[config.mk]
export PLATFORM = sky130hd
export DESIGN_NAME = lpf_pair_q
export DESIGN_NICKNAME = d
export VERILOG_FILES = /design/src/rtl/core/lpf_pkg.sv /design/src/rtl/core/lpf_pair_q.sv
export SDC_FILE = /design/constraint.sdc
export NUM_CORES = 1
export LEC_CHECK = 0
export BUFFER_PORTS_ARGS = -buffer_cell sky130_fd_sc_hd__buf_2
export CAP_MARGIN = 0
export CORE_MARGIN = 2
export CORE_UTILIZATION = 35
export CTS_CLUSTER_SIZE = 20
export DETAILED_ROUTE_END_ITERATION = 8
export PLACE_DENSITY_LB_ADDON = 0.08
export SYNTH_ARGS = -nofsm -noshare
export SYNTH_HDL_FRONTEND = slang
export SYNTH_SLANG_ARGS = --single-unit
[constraint.sdc]
create_clock -name clk -period 15.6 [get_ports clk]
set_clock_uncertainty 0.05 [all_clocks]
set_input_delay 0.78 -clock clk [delete_from_list [all_inputs] [get_ports clk]]
set_output_delay 0.78 -clock clk [all_outputs]
set_load 0.005 [all_outputs]
[src/rtl/core/lpf_pkg.sv]
// Shared types, constants and helpers for the Lennard-Jones pair force block.
// Used by every module under rtl/core; depends on nothing.
package lpf_pkg;

  localparam int POS_W    = 24;
  localparam int D_W      = 26;
  localparam int R2_W     = 52;
  localparam int PW_W     = 32;
  localparam int F_W      = 32;
  localparam int ACC_W    = 48;
  localparam int CFG_IDX_W = 2;
  localparam int DIV_STEPS = 31;

  localparam logic [R2_W-1:0] R2_FLOOR = 52'd3865470566;

  localparam logic [CFG_IDX_W-1:0] CFG_BOX_X = 2'd0;
  localparam logic [CFG_IDX_W-1:0] CFG_BOX_Y = 2'd1;
  localparam logic [CFG_IDX_W-1:0] CFG_BOX_Z = 2'd2;

  localparam logic [POS_W-1:0] BOX_RESET = 24'd1048576;

  typedef struct packed {
    logic [POS_W-1:0] pos_a_x;
    logic [POS_W-1:0] pos_a_y;
    logic [POS_W-1:0] pos_a_z;
    logic [POS_W-1:0] pos_b_x;
    logic [POS_W-1:0] pos_b_y;
    logic [POS_W-1:0] pos_b_z;
    logic             same_cell;
    logic             start_step;
  } lpf_in_t;

  typedef struct packed {
    logic signed [F_W-1:0]   force_x;
    logic signed [F_W-1:0]   force_y;
    logic signed [F_W-1:0]   force_z;
    logic signed [ACC_W-1:0] energy_total;
    logic signed [ACC_W-1:0] virial_total;
  } lpf_out_t;

  // Classified pair handed from front to back
  typedef struct packed {
    logic signed [D_W-1:0] d_x;
    logic signed [D_W-1:0] d_y;
    logic signed [D_W-1:0] d_z;
    logic [R2_W-1:0]       r2;
    logic                  same_cell;
    logic                  start_step;
  } lpf_pair_t;

  // Pick the smallest of d-L, d, d+L; d wins ties
  function automatic logic signed [D_W-1:0] min_image(input logic [POS_W-1:0] a,
                                                      input logic [POS_W-1:0] b,
                                                      input logic [POS_W-1:0] len);
    logic signed [D_W-1:0] d, lo, hi;
    logic [D_W-1:0] ad, al, ah;
    d  = $signed({2'b00, a}) - $signed({2'b00, b});
    lo = d - $signed({2'b00, len});
    hi = d + $signed({2'b00, len});
    ad = d[D_W-1] ? D_W'(-d) : D_W'(d);
    al = lo[D_W-1] ? D_W'(-lo) : D_W'(lo);
    ah = hi[D_W-1] ? D_W'(-hi) : D_W'(hi);
    if (ad <= al && ad <= ah) return d;
    return (al < ah) ? lo : hi;
  endfunction

  function automatic logic signed [F_W-1:0] sat32(input logic signed [43:0] v);
    if (v > 44'sd2147483647) return 32'sh7fffffff;
    if (v < -44'sd2147483648) return 32'sh80000000;
    return v[F_W-1:0];
  endfunction

  function automatic logic signed [ACC_W-1:0] sat48(input logic signed [49:0] v);
    if (v > 50'sd140737488355327) return 48'sh7fffffffffff;
    if (v < -50'sd140737488355328) return 48'sh800000000000;
    return v[ACC_W-1:0];
  endfunction

endpackage

[src/rtl/core/lpf_pair_q.sv]
// Two-entry queue of classified pairs between front and back.
// Depends on lpf_pkg.
module lpf_pair_q (
  input  logic               clk,
  input  logic               rst_n,
  input  logic               push,
  input  lpf_pkg::lpf_pair_t push_data,
  output logic               full,
  input  logic               pop,
  output lpf_pkg::lpf_pair_t pop_data,
  output logic               empty
);
  import lpf_pkg::*;

  lpf_pair_t mem_r [2];
  logic wr_r, rd_r;
  logic [1:0] cnt_r;
  logic do_push, do_pop;

  assign full     = (cnt_r == 2'd2);
  assign empty    = (cnt_r == 2'd0);
  assign do_push  = push && !full;
  assign do_pop   = pop && !empty;
  assign pop_data = mem_r[rd_r];

  // Advance pointers and count
  always_ff @(posedge clk) begin
    if (!rst_n) begin
      wr_r  <= 1'b0;
      rd_r  <= 1'b0;
      cnt_r <= 2'd0;
    end else begin
      if (do_push) wr_r <= !wr_r;
      if (do_pop)  rd_r <= !rd_r;
      cnt_r <= cnt_r + {1'b0, do_push} - {1'b0, do_pop};
    end
    if (do_push) mem_r[wr_r] <= push_data;
  end

endmodule

; ---- Word level (Yosys, flattened, before mapping)
; Memories as Yosys holds them, arrays and structs flattened. A register that Yosys moved wholly into a read port is not among the register bits.
; Index checks and enable logic that the tools add are counted.
[op_classes]
bitwise_logic = 0
mux = 4
addsub = 2
reduce_logical = 7
n_eq_ne = 1
n_div = 0
order_cmp = 0
shift = 0
multipliers = 0
[ops]
columns = op, count
row1 = 1-bit zero test, 4
row2 = 1-bit 2-to-1 mux, 4
row3 = 2-bit by 1-bit adder with 2-bit output, 1
row4 = 2-bit == test (second input constant), 1
row5 = 1-bit logical AND, 2
row6 = 2-bit zero test, 1
row7 = 2-bit by 1-bit subtractor with 2-bit output, 1
[totals]
rom_bits = 0
elab_cells = 18
mem_count = 1
regBits = 4
ram_bits = 264
latch_bits = 0
in_bits = 136
output_inout_bits = 134
[memory_table]
columns = name, depth, width, rd, rd_ports_with_merged_regs, wr, line_no
row1 = mem_r, 2, 132, 1, 1, 1, lpf_pair_q.sv:15  ; lpf_pair_t mem_r [2];

; ---- Longest topological paths before layout
[logic_depth]
word_depth = 5
depth_mapped = 8
depth_no_buf = 8

; ---- Worst setup path after synthesis
; OpenSTA, ideal clock, no wires.
[synth_timing]
path_type = input-to-reg
startpoint = in push
endpoint = mem mem_r[0][0] in the netlist's numbering (enable)
cell_stages = 2
t_arrival_ns = 6.358
required_ns = 14.925
path_buffers = 0
setup_time_ns = 0.625
setup_slack_ns = 8.567
path_cell_list = nand2_1 -> nor2_1
[synth_between]
elab_chain_cells = 3
[synth_lines]
columns = item, line_no
row1 = from (decl), lpf_pair_q.sv:6  ; input logic push,
row2 = 1-bit logical AND, lpf_pair_q.sv:22  ; assign do_push = push && !full;
row3 = 1-bit 2-to-1 mux, lpf_pair_q.sv:37  ; if (do_push) mem_r[wr_r] <= push_data;
row4 = 1-bit 2-to-1 mux (not written as such), lpf_pair_q.sv:37
row5 = to (decl), lpf_pair_q.sv:15
; No other way between the ends.

==> summary.txt <==
Synthesis
  • Fraction of the yosys area taken by sequential cells: 79.6%
  • Mux cell area share after synthesis: 17.8%
  • YS warnings: 0
  • Post-synthesis xor/xnor area fraction: 0.174%
  • Syn_area_per_cell: 23.0 um^2
  • Largest area contributor in the netlist: edfxtp_1
  • Post-synthesis simple-gate area fraction: 0.620%
  • Synth unique cells: 19
  • Post-Synth Adder-Cell Area: 0.248%
  • Synth top area share: 78.6%
  • Most area-consuming cells after synthesis: edfxtp_1 79%, mux2_4 12%, mux2_2 5.8%
  • Synth Instances: 438
  • Syn Std Cell Area: 10,100 um^2
  • Largest family of logic cells by synthesized area: multiplexers
  • Syn_nets: 576
  • Seq cells post-synth: 269
  • Post-synthesis compound-gate area fraction: 0.0744%

Worst setup path
  • Arrival time at the worst endpoint: 2.62 ns
  • Worst path bufs/invs: 2
  • WS Path Type: register to primary output
  • Crit path cell chain: buf_4, mux2_2, buf_2
  • Slowest stage delay, CP: 0.78 ns
  • Worst setup SP type: register
  • Slowest stage cell, crit path: buf_4
  • CP Capture Type: primary output
  • Req. time, crit path: 14.77 ns
  • Largest delay share family, worst path: buffers and inverters
  • Max Fanout on Critical Path: 62

Run status
  • Run status: complete, no violations

Power
  • Internal power: 1.55 mW
  • Pwr dens: 164 nW/um^2
  • Design Power: 2.08 mW
  • Net switching power: 0.530 mW
  • VDD IR max: 101 uV
  • Power share of the combinational group: 24.8%
  • Clk pwr share: 28.3%
  • Sw frac: 25.5%
  • Lkg Pwr: 4.84 nW
  • Register share of total power: 46.9%

Clock tree
  • Htree depth: 1
  • Num CTS Buffers: 29
  • Hold-fix buffers, CTS: 0
  • TritonCTS clock tree: done
  • Root Driver: clkbuf_16
  • Clock Sinks: 269
  • CTS max path bufs: 3
  • Worst-Skew Late Latency: 0.52 ns
  • # Post-CTS Setup Buffers: 0
  • Clk slew on worst S/H paths: 0.06 ns
  • Post-CTS resize count: 0

Worst hold path
  • Worst hold path type: input pin to register

Global route
  • Met1 Usage GRT: 15.5%
  • Largest net degree at the start of global routing: 72
  • Met3 usage: 4.56%
  • Initial antenna violation count: 6
  • Remaining global-route overflow: 0
  • Gr busiest metal: met2
  • Global-route wire length before repair: 29,500 um
  • Met2 Use GR: 20.4%
  • Vias in the first global route: 5,291
  • Total GRT Usage: 12.5%

Detailed routing
  • Antenna viol nets, final: 0
  • Vias per cell: 4.40
  • Drt pass-1 iters: 4
  • Avg WL per Cell: 17.1 um
  • DRT Wirelength: 19,500 um
  • DR DRC count: 0
  • Starting DRT DRC Count: 236
  • Via count: 5,000

Placed design
  • IO buf count: 269
  • DPL Wire Length: 12,900 um
  • Placed cell area: 11,800 um^2
  • Placed insts: 1,082
  • Setup WS pre-CTS: 12.62 ns
  • Gpl congestion: 0.738

Die
  • Die area: 30,200 um^2
  • Chip height: 174 um
  • Number of top-level pins: 270
  • Site row count: 62
  • Starting density of the core: 35.3%
  • Core box area: 28,500 um^2
  • Die X: 174 um

STA
  • Post-route setup slack: 12.15 ns
  • Setup TNS: 0 ns
  • Final hold slack: 0.391 ns
  • Tmin final: 3.45 ns
  • Worst slew pin tran: 1.02 ns
  • RSZ-0062 raised after global routing: no
  • Final Hold Vio Count: 0
  • Setup-failing EPs final: 0
  • Worst slew margin: 32.2%
  • Final worst path period share: 22.1%
  • Max Fclk: 290 MHz
  • Max Slew Vio Count: 0

Layout
  • Layout Utilization: 44.3%
  • Fin cells: 1,137
  • Area added between synthesis and finish: 25.5%
  • Final instance area: 12,700 um^2
  • Final Net Count: 867
  • Layout cells sized above 1: 59.1%

Job
  • Max Cap Viol: 0
-- path summary, 6_finish.rpt --
check,from,end,slack [ns],depth (start not counted)
max,register,pop_data[40],12.15,3
min,push_data[96],mem_r[1][96],0.39,1
max reg2reg,cnt_r[0],mem_r[1][23],13.33,3
min reg2reg,rd_r,rd_r,0.49,2
-- power groups by stage --
| stage | Sequential (mW) | Combinational (mW) | Clock (mW) |
|---|---|---|---|
| final | 0.974 | 0.516 | 0.587 |
| after floorplan | 0.988 | 0.348 | 0 |
| after global routing | 0.987 | 0.561 | 0.637 |
| after global placement | 0.988 | 0.525 | 0 |
| after detailed placement | 0.991 | 0.531 | 0 |
| after CTS | 0.977 | 0.533 | 0.611 |
-- area by class of cell --
class | count | area (um^2)
diodes | 4 | 10.0
clock buffers | 34 | 744
well taps | 384 | 480
fillers | 2607 | 15900
multi-input cells | 151 | 1920
inverters | 3 | 11.3
repair buffers | 275 | 1390
clock inverters | 17 | 68.8
flip-flops and latches | 269 | 8030
-- state kept, by name, indices dropped and copies added (netlist names), named ones only --
signal	count
cnt_r	2
wr_r	1
rd_r	1
mem_r	264
-- metal layers --
layer	vias to the layer above	part of all wire, %
li1	2328	-
met1	2429	41
met2	199	47
met3	40	9.1
met4	4	2.2
met5	-	0.14
-- synthesized netlist by cell type, drive strengths merged --
cell and n:
and3 1, ha 2, mux2i 1, inv 3
o21a 1, xor2 1, dfxtp 5, and2 2
nor2 5, buf 15, nand2b 2, nand2 2
nor3 1, xnor2 1, edfxtp 264, mux2 132
-- layout by cell type, fill, tap and decap left out --
cell	instances
nor2_1	4
mux2_4	80
dfxtp_1	4
clkinv_1	13
inv_1	3
nor2_4	1
and2_1	2
mux2_2	52
nor3_1	1
mux2i_1	1
clkbuf_16	29
xor2_1	1
buf_2	269
and3_4	1
clkinv_2	4
xnor2_1	1
edfxtp_1	264
nand2b_1	2
dfxtp_4	1
buf_4	6
clkbuf_1	5
diode_2	4
ha_1	2
o21a_1	1
nand2_1	2
-- kinds of logic (layout without fill, tap and decap cells) --
| logic type | count (synthesis) | in the layout |
|---|---|---|
| AOI/OAI and AO/OA | 1 | 1 |
| xor gates and xnor gates | 2 | 2 |
| adders and majority gates | 2 | 2 |
| buffers and inverters | 18 | 329 |
| DFF | 269 | 269 |
| muxes | 133 | 133 |
| other | 0 | 4 |
| and+or+nand+nor | 13 | 13 |
(Power assumes the default switching activity.)
