### src/rtl/core/lpf_pkg.sv
// Shared types, constants and helpers for the Lennard-Jones pair force block.
// Used by every module under rtl/core; depends on nothing.
package lpf_pkg;

  localparam int POS_W    = 24;
  localparam int D_W      = 26;
  localparam int R2_W     = 52;
  localparam int PW_W     = 32;
  localparam int F_W      = 32;
  localparam int ACC_W    = 48;
  localparam int CFG_IDX_W = 2;
  localparam int DIV_STEPS = 31;

  localparam logic [R2_W-1:0] R2_FLOOR = 52'd3865470566;

  localparam logic [CFG_IDX_W-1:0] CFG_BOX_X = 2'd0;
  localparam logic [CFG_IDX_W-1:0] CFG_BOX_Y = 2'd1;
  localparam logic [CFG_IDX_W-1:0] CFG_BOX_Z = 2'd2;

  localparam logic [POS_W-1:0] BOX_RESET = 24'd1048576;

  typedef struct packed {
    logic [POS_W-1:0] pos_a_x;
    logic [POS_W-1:0] pos_a_y;
    logic [POS_W-1:0] pos_a_z;
    logic [POS_W-1:0] pos_b_x;
    logic [POS_W-1:0] pos_b_y;
    logic [POS_W-1:0] pos_b_z;
    logic             same_cell;
    logic             start_step;
  } lpf_in_t;

  typedef struct packed {
    logic signed [F_W-1:0]   force_x;
    logic signed [F_W-1:0]   force_y;
    logic signed [F_W-1:0]   force_z;
    logic signed [ACC_W-1:0] energy_total;
    logic signed [ACC_W-1:0] virial_total;
  } lpf_out_t;

  // Classified pair handed from front to back
  typedef struct packed {
    logic signed [D_W-1:0] d_x;
    logic signed [D_W-1:0] d_y;
    logic signed [D_W-1:0] d_z;
    logic [R2_W-1:0]       r2;
    logic                  same_cell;
    logic                  start_step;
  } lpf_pair_t;

  // Pick the smallest of d-L, d, d+L; d wins ties
  function automatic logic signed [D_W-1:0] min_image(input logic [POS_W-1:0] a,
                                                      input logic [POS_W-1:0] b,
                                                      input logic [POS_W-1:0] len);
    logic signed [D_W-1:0] d, lo, hi;
    logic [D_W-1:0] ad, al, ah;
    d  = $signed({2'b00, a}) - $signed({2'b00, b});
    lo = d - $signed({2'b00, len});
    hi = d + $signed({2'b00, len});
    ad = d[D_W-1] ? D_W'(-d) : D_W'(d);
    al = lo[D_W-1] ? D_W'(-lo) : D_W'(lo);
    ah = hi[D_W-1] ? D_W'(-hi) : D_W'(hi);
    if (ad <= al && ad <= ah) return d;
    return (al < ah) ? lo : hi;
  endfunction

  function automatic logic signed [F_W-1:0] sat32(input logic signed [43:0] v);
    if (v > 44'sd2147483647) return 32'sh7fffffff;
    if (v < -44'sd2147483648) return 32'sh80000000;
    return v[F_W-1:0];
  endfunction

  function automatic logic signed [ACC_W-1:0] sat48(input logic signed [49:0] v);
    if (v > 50'sd140737488355327) return 48'sh7fffffffffff;
    if (v < -50'sd140737488355328) return 48'sh800000000000;
    return v[ACC_W-1:0];
  endfunction

endpackage

### src/rtl/core/lpf_front.sv
// Front end: accepts position pairs, applies the minimum image, forms r squared.
// Depends on lpf_pkg.
module lpf_front (
  input  logic                   clk,
  input  logic                   rst_n,
  input  logic                   in_push,
  input  lpf_pkg::lpf_in_t       in_data,
  output logic                   in_full,
  input  logic [lpf_pkg::POS_W-1:0] box_x,
  input  logic [lpf_pkg::POS_W-1:0] box_y,
  input  logic [lpf_pkg::POS_W-1:0] box_z,
  output logic                   q_push,
  output lpf_pkg::lpf_pair_t     q_data,
  input  logic                   q_full
);
  import lpf_pkg::*;

  typedef enum logic [2:0] {
    F_IDLE = 3'b001,
    F_SQ   = 3'b010,
    F_PUSH = 3'b100
  } front_state_t;

  front_state_t state_r, state_nxt;
  logic signed [D_W-1:0] d_r [3];
  logic [R2_W-1:0] r2_r, r2_nxt;
  logic [1:0] axis_r, axis_nxt;
  logic same_r, start_r;
  logic accept;
  logic signed [D_W-1:0] d_sel;
  logic signed [2*D_W-1:0] sq;

  assign in_full = (state_r != F_IDLE);
  assign accept  = in_push && !in_full;
  assign d_sel   = d_r[axis_r];
  assign sq      = d_sel * d_sel;

  // Sequence: latch images, square three axes, hand over
  always_comb begin
    state_nxt = state_r;
    r2_nxt    = r2_r;
    axis_nxt  = axis_r;
    q_push    = 1'b0;
    case (state_r)
      F_IDLE: begin
        if (accept) begin
          state_nxt = F_SQ;
          r2_nxt    = '0;
          axis_nxt  = '0;
        end
      end
      F_SQ: begin
        r2_nxt   = r2_r + R2_W'(sq);
        axis_nxt = axis_r + 2'd1;
        if (axis_r == 2'd2) state_nxt = F_PUSH;
      end
      F_PUSH: begin
        q_push = !q_full;
        if (!q_full) state_nxt = F_IDLE;
      end
      default: state_nxt = F_IDLE;
    endcase
  end

  always_ff @(posedge clk) begin
    if (!rst_n) begin
      state_r <= F_IDLE;
    end else begin
      state_r <= state_nxt;
    end
    r2_r   <= r2_nxt;
    axis_r <= axis_nxt;
    if (accept) begin
      d_r[0]  <= min_image(in_data.pos_a_x, in_data.pos_b_x, box_x);
      d_r[1]  <= min_image(in_data.pos_a_y, in_data.pos_b_y, box_y);
      d_r[2]  <= min_image(in_data.pos_a_z, in_data.pos_b_z, box_z);
      same_r  <= in_data.same_cell;
      start_r <= in_data.start_step;
    end
  end

  // Floor r squared at 0.9
  always_comb begin
    q_data.d_x        = d_r[0];
    q_data.d_y        = d_r[1];
    q_data.d_z        = d_r[2];
    q_data.r2         = (r2_r < R2_FLOOR) ? R2_FLOOR : r2_r;
    q_data.same_cell  = same_r;
    q_data.start_step = start_r;
  end

endmodule

### config.mk
export PLATFORM = sky130hd
export DESIGN_NAME = lpf_front
export DESIGN_NICKNAME = d
export VERILOG_FILES = /design/src/rtl/core/lpf_pkg.sv /design/src/rtl/core/lpf_front.sv
export SDC_FILE = /design/constraint.sdc
export NUM_CORES = 2
export LEC_CHECK = 0
export BUFFER_PORTS_ARGS = -buffer_cell sky130_fd_sc_hd__buf_4
export CAP_MARGIN = 20
export CORE_MARGIN = 2
export CORE_UTILIZATION = 50
export CTS_CLUSTER_DIAMETER = 30
export DETAILED_ROUTE_END_ITERATION = 10
export PLACE_DENSITY = 0.68
export SLEW_MARGIN = 10
export SYNTH_ARGS = -nofsm -noshare
export SYNTH_HDL_FRONTEND = slang
export SYNTH_SLANG_ARGS = --single-unit
### constraint.sdc
create_clock -name clk -period 24.8 [get_ports clk]
set_clock_uncertainty 0.05 [all_clocks]
set_input_delay 6.2 -clock clk [delete_from_list [all_inputs] [get_ports clk]]
set_output_delay 6.2 -clock clk [all_outputs]
set_load 0.01 [all_outputs]
Word-level counts from Yosys, hierarchy flattened
Memories as Yosys holds them, arrays and structs flattened. A register that Yosys moved wholly into a read port is not among the register bits.
Cells that the tools add are included.
{"block": "op_classes", "n_mul": 1, "shift": 0, "bitwise": 0, "add_sub_neg": 20, "order_cmp": 10, "n_mux": 40, "div_mod_pow": 0, "n_eq_ne": 8, "reduce_logical": 9}
{"cell": "$mux 26", "count": 21}
{"cell": "$le 26x26->1", "count": 6}
{"cell": "$neg 26->26", "count": 6}
{"cell": "$mux 52", "count": 2}
{"cell": "$pmux 52 s2", "count": 1}
{"cell": "$add 25x25->26", "count": 3}
{"cell": "$lt 26x26->1", "count": 3}
{"cell": "$neg 25->26", "count": 3}
{"cell": "$sub 25x25->26", "count": 3}
{"cell": "$sub 24x24->25", "count": 3}
{"cell": "$add 52x52->52", "count": 1}
{"cell": "$lt 52x32->1 const B", "count": 1}
{"cell": "$mul 26x26->52", "count": 1}
{"cell": "$mux 1", "count": 9}
{"cell": "$mux 3", "count": 3}
{"cell": "$pmux 3 s3", "count": 1}
{"cell": "$ne 2x2->1 const B", "count": 3}
{"cell": "$logic_and 1x1->1", "count": 4}
{"cell": "$mux 2", "count": 2}
{"cell": "$pmux 2 s2", "count": 1}
{"cell": "$eq 3x1->1 const B", "count": 1}
{"cell": "$eq 3x2->1 const B", "count": 1}
{"cell": "$eq 3x3->1 const B", "count": 1}
{"cell": "$ne 3x1->1 const B", "count": 1}
{"cell": "6 further kinds", "count": 7}
{"block": "word_totals", "elab_cells": 94, "output_inout_bits": 134, "input_bits": 222, "latch_bits": 0, "memories": 1, "rom_bits": 0, "regBits": 59, "mem_bits_rw": 78}
{"name": "d_r", "depth": 3, "width": 26, "rd": 4, "rd_clocked_by_memory_dff": 1, "wr": 3, "line": "lpf_front.sv:25", "text": "logic signed [D_W-1:0] d_r [3];"}

Depth between registers and ports, before layout
{"block": "depth", "depth_word": 10, "depth_mapped": 40, "mapped_depth_nobuf": 37}

Least setup slack after synthesis
Ideal clock, no wire load.
{"block": "synth_timing", "path_type": "input-to-reg", "startpoint": "input in_data[122] (netlist bit)", "endpoint": "memory d_r[0][17], data pin", "required_time_ps": 24490, "setup_ps": 260, "slack_ps": 10421, "arrival_ps": 14070, "path_buffers": 2, "cell_stages": 35, "path_cell_list": "inv_1 ha_1 fa_1 nand2b_1 a21oi_1 o31ai_1 nand2_1 a21oi_1 xnor2_1 ha_1 nor2b_1 a2111o_1 a211oi_1 nor3_1 o41ai_1 o22a_1 a2111o_1 clkbuf_1 o21ai_0 ha_1 nor2b_1 o21a_1 o21a_1 o21a_1 o21a_1 o21ai_0 nand2b_1 a221o_1 a2111o_1 maj3_1 a221oi_1 o21ai_1 a22oi_2 buf_4 mux2_2"}
{"element": "start: declaration", "line": "lpf_front.sv:7", "text": "input lpf_pkg::lpf_in_t in_data,"}
{"element": "end: declaration", "line": "lpf_front.sv:25"}

==> key figures <==
Synthesis
  – Synth cell types: between 100 and 150
  – Area contributors post-synth: fa_1 28%, ha_1 14%, inv_1 8.7%
  – Sequential share of the synthesized area: 0.07570
  – Number of flops mapped to enable cells by yosys: 134
  – FF+latch count, synth: 139
  – Syn Area/Cell: about 8.4 µm²
  – FFs w/ async S/R, synth: 0
  – Ys flop type: edfxtp_1
  – Ys Warns: 0
  – Yosys top cell by area: fa_1
  – Syn Std Cell Area: between 50,000 and 60,000 µm²
  – Area share of the largest cell type after synthesis: 0.2771
  – Synth Instances: between 6,000 and 7,000

Cells and area
  – Final Net Count: between 8,000 and 9,000
  – Area grow syn2layout: 8.847%
  – Layout cells sized above 1: 0.08999
  – Final core utilization: 0.5470
  – Filler instances: approximately 10,000

Detailed routing
  – Avg WL per Cell: 22.38 µm
  – Final Routed Wirelength: about 180,000 µm
  – Vias: between 40,000 and 50,000
  – Router iterations before antenna repair: 7
  – DRC: 0
  – Iteration-0 DRC Markers: 4,560
  – Avg Vias per Cell: between 5 and 6
  – DRT antenna net count: 0

Timing
  – Hold Vio Cnt, Final: 0
  – Final setup viols: 0
  – Max_slew headroom: 0.2024
  – Max Slew Vio Count: 0
  – Final worst-path cycle share: 0.6321
  – Post-layout min period: between 15 and 20 ns
  – Worst-margin pin slew: ~1.2 ns
  – Max Fclk: ~64 MHz
  – Unrepaired setup endpoints after global routing: no
  – Sum Neg Setup Slack: 0 ns

Placed design
  – Dpl hpwl: approximately 150,000 µm
  – Placer Congestion: 0.9971
  – PortBufs: between 300 and 400

Worst setup path
  – Cell depth of the worst setup path: 34
  – CP required: 25.02 ns
  – Worst Setup Start Kind: primary input
  – Critical path arrival: between 15 and 20 ns
  – Most frequent CP cell: o21a_1
  – FF-to-FF path depth: 27
  – Slowest cell on the critical path: xnor2_1
  – Crit Path Max Fanout: 26
  – R2R Setup Slk: ~14 ns
  – CP Class: in2reg
  – Worst path buffer plus inverter count: 2
  – CP peak stage delay: around 0.77 ns
  – Worst Setup End Kind: flop
  – Reg2reg end: r2_r[51]
  – Top delay family on crit path: compound AO/OA/AOI/OAI gates

GRT
  – First-pass GRT wire length: 277,400 µm
  – Total Routing Usage GR: 0.3249
  – Initial antenna violation count: 5
  – Grt ovf: 0
  – Vias in the first global route: 46,930
  – Largest net degree at the start of global routing: 57

Clock network
  – Root buffer cell: clkbuf_16
  – Hold_buf cts: 0
  – # H-tree levels: 4
  – Longest Clk Path Bufs: 2
  – Number of setup buffers added after CTS: 0
  – CTS buffer count: 17
  – CTS tree: done
  – Clk slew on worst S/H paths: about 0.070 ns
  – CTS Sinks: approximately 140
  – Clock latency at the later pin of the worst-skew pair: 0.53 ns
  – # resized after CTS: 0

Floorplan
  – Cell Rows: between 100 and 150
  – Core area: approximately 110,000 µm²
  – Die H: about 330 µm
  – Num ports: 356
  – Full die area: between 100,000 and 150,000 µm²
  – Die width: between 300 and 400 µm
  – Initial core utilization: 0.5026

Hold path
  – Min-Delay Path Class: reg2reg
  – Hold path startpoint: axis_r[1]
  – Hold depth: 1

Status
  – Status: complete, no violations

Run
  – MaxCap Viol Count: 0
worst reg2reg max path, stage by stage (launching register included):
cell and delay, ns:
dfxtp_2 0.92, mux2i_1 0.38, o21a_1 0.55, clkinv_1 0.95, nand2_1 0.39, inv_1 0.10
fa_1 0.52, fa_1 0.54, fa_1 0.54, inv_1 0.07, fa_1 0.51, fa_1 0.53
fa_1 0.50, inv_1 0.05, fa_1 0.43, ha_1 0.36, nand4_1 0.16, or3_1 0.43
nor2_1 0.25, a221oi_1 0.17, nand3b_1 0.14, a311o_1 0.34, nand3_1 0.19, a21oi_1 0.36
a31oi_1 0.23, o21a_1 0.24, xnor2_1 0.14, nor2_1 0.07
state kept, by name, indices dropped and copies added, names as in the netlist, named ones only:
name / count
axis_r: 2
d_r: 78
r2_r: 52
same_r: 1
start_r: 1
state_r: 3
kinds of logic (layout without fill, tap and decap cells):
kind of cell	after synthesis	after routing	synth area share
simple gates	1665	1665	0.1479
xor+xnor	407	407	0.06582
buf+inv	1473	1724	0.1028
other cells	2	14	0.0001379
compound gates	1232	1232	0.1534
mux	177	177	0.03406
flops	139	139	0.07570
fa+ha+maj	1378	1378	0.4203
layout by cell type (no fill, tap or decap), types with 60 or more instances in the layout:
master    Yosys  layout
buf_4         7     421
ha_1        621     621
nor3_1      118     117
mux2i_1     110     110
nor2b_1      70      70
xnor2_1     289     289
a21o_1      111     111
edfxtp_1    134     134
fa_1        754     754
inv_1      1261    1259
o21a_1      103     103
nand3_1      80      80
nor2_1      477     477
nand2b_1     83      83
nand2_1     458     457
o21ai_0     227     221
xor2_1      116     116
mux2_2       60      60
a21oi_1     297     297
layer usage:
layer | vias to the layer above | GRT usage | part of all wire
met5 | - | 0 | 0.00036
met2 | 1953 | 0.4961 | 0.43
met4 | 10 | 0.1130 | 0.038
li1 | 21980 | - | -
met3 | 297 | 0.07231 | 0.096
met1 | 23260 | 0.4535 | 0.43
worst max-delay path by stage:
stage | start | endpoint | slack (ns)
3_5_place_dp | in_data[50] | d_r[0][6] | 8.75
3_3_place_gp | in_data[50] | d_r[0][10] | 8.81
6_report | in_data[50] | d_r[0][21] | 9.12
2_1_floorplan | in_data[122] | d_r[0][17] | 10.42
4_1_cts | in_data[50] | d_r[0][6] | 9.26
5_1_grt | in_data[50] | d_r[0][6] | 8.57
area by class of cell:
class / count / area (µm²) / share of cell area
multi-input combinational: 4871 / 44860 / 0.7565
inverter: 1270 / 4770 / 0.08044
sequential: 139 / 4126 / 0.06959
timing repair buffer: 422 / 3164 / 0.05336
tap: 1414 / 1769 / 0.02984
clock buffer: 18 / 429.2 / 0.007238
clock inverter: 14 / 176.4 / 0.002975
antenna: 2 / 5.005 / 0.00008440
Yosys cell counts, drive strengths merged, types with 11 or more instances:
cell        n
inv      1262
fa        754
ha        621
nor2      477
nand2     458
a21oi     297
xnor2     290
o21ai     241
clkbuf    163
edfxtp    134
nor3      119
xor2      116
a21o      112
mux2i     110
o21a      103
nand2b     83
nand3      80
nor2b      70
mux2       67
a31oi      55
and2       55
and3       53
nand4      53
a211oi     48
nor4       48
o211ai     47
buf        40
or3        39
o31ai      38
o21bai     37
or2        36
a2111oi    25
a311oi     25
a21boi     21
nor3b      20
o2111ai    20
or4        19
o311ai     18
a211o      16
o31a       14
a31o       12
and4       12
nand3b     12
a221oi     11
through the flow:
| step | hold slack [ns] | setup slack [ns] | std cells | instance area (µm²) |
|---|---|---|---|---|
| 2_1_floorplan | 0.3995 | 10.42 | 6483 | 54510 |
| 3_3_place_gp | 0.4221 | 8.811 | 8115 | 58680 |
| 3_5_place_dp | 0.4282 | 8.751 | 8116 | 58690 |
| 4_1_cts | 0.4505 | 9.264 | 8148 | 59290 |
| 5_1_grt | 0.4772 | 8.572 | 8148 | 59290 |
| 6_report | 0.4537 | 9.124 | 8150 | 59300 |
Power is not shown: default switching activity piles up to over one toggle a cycle in this logic, so the estimate is an artifact.
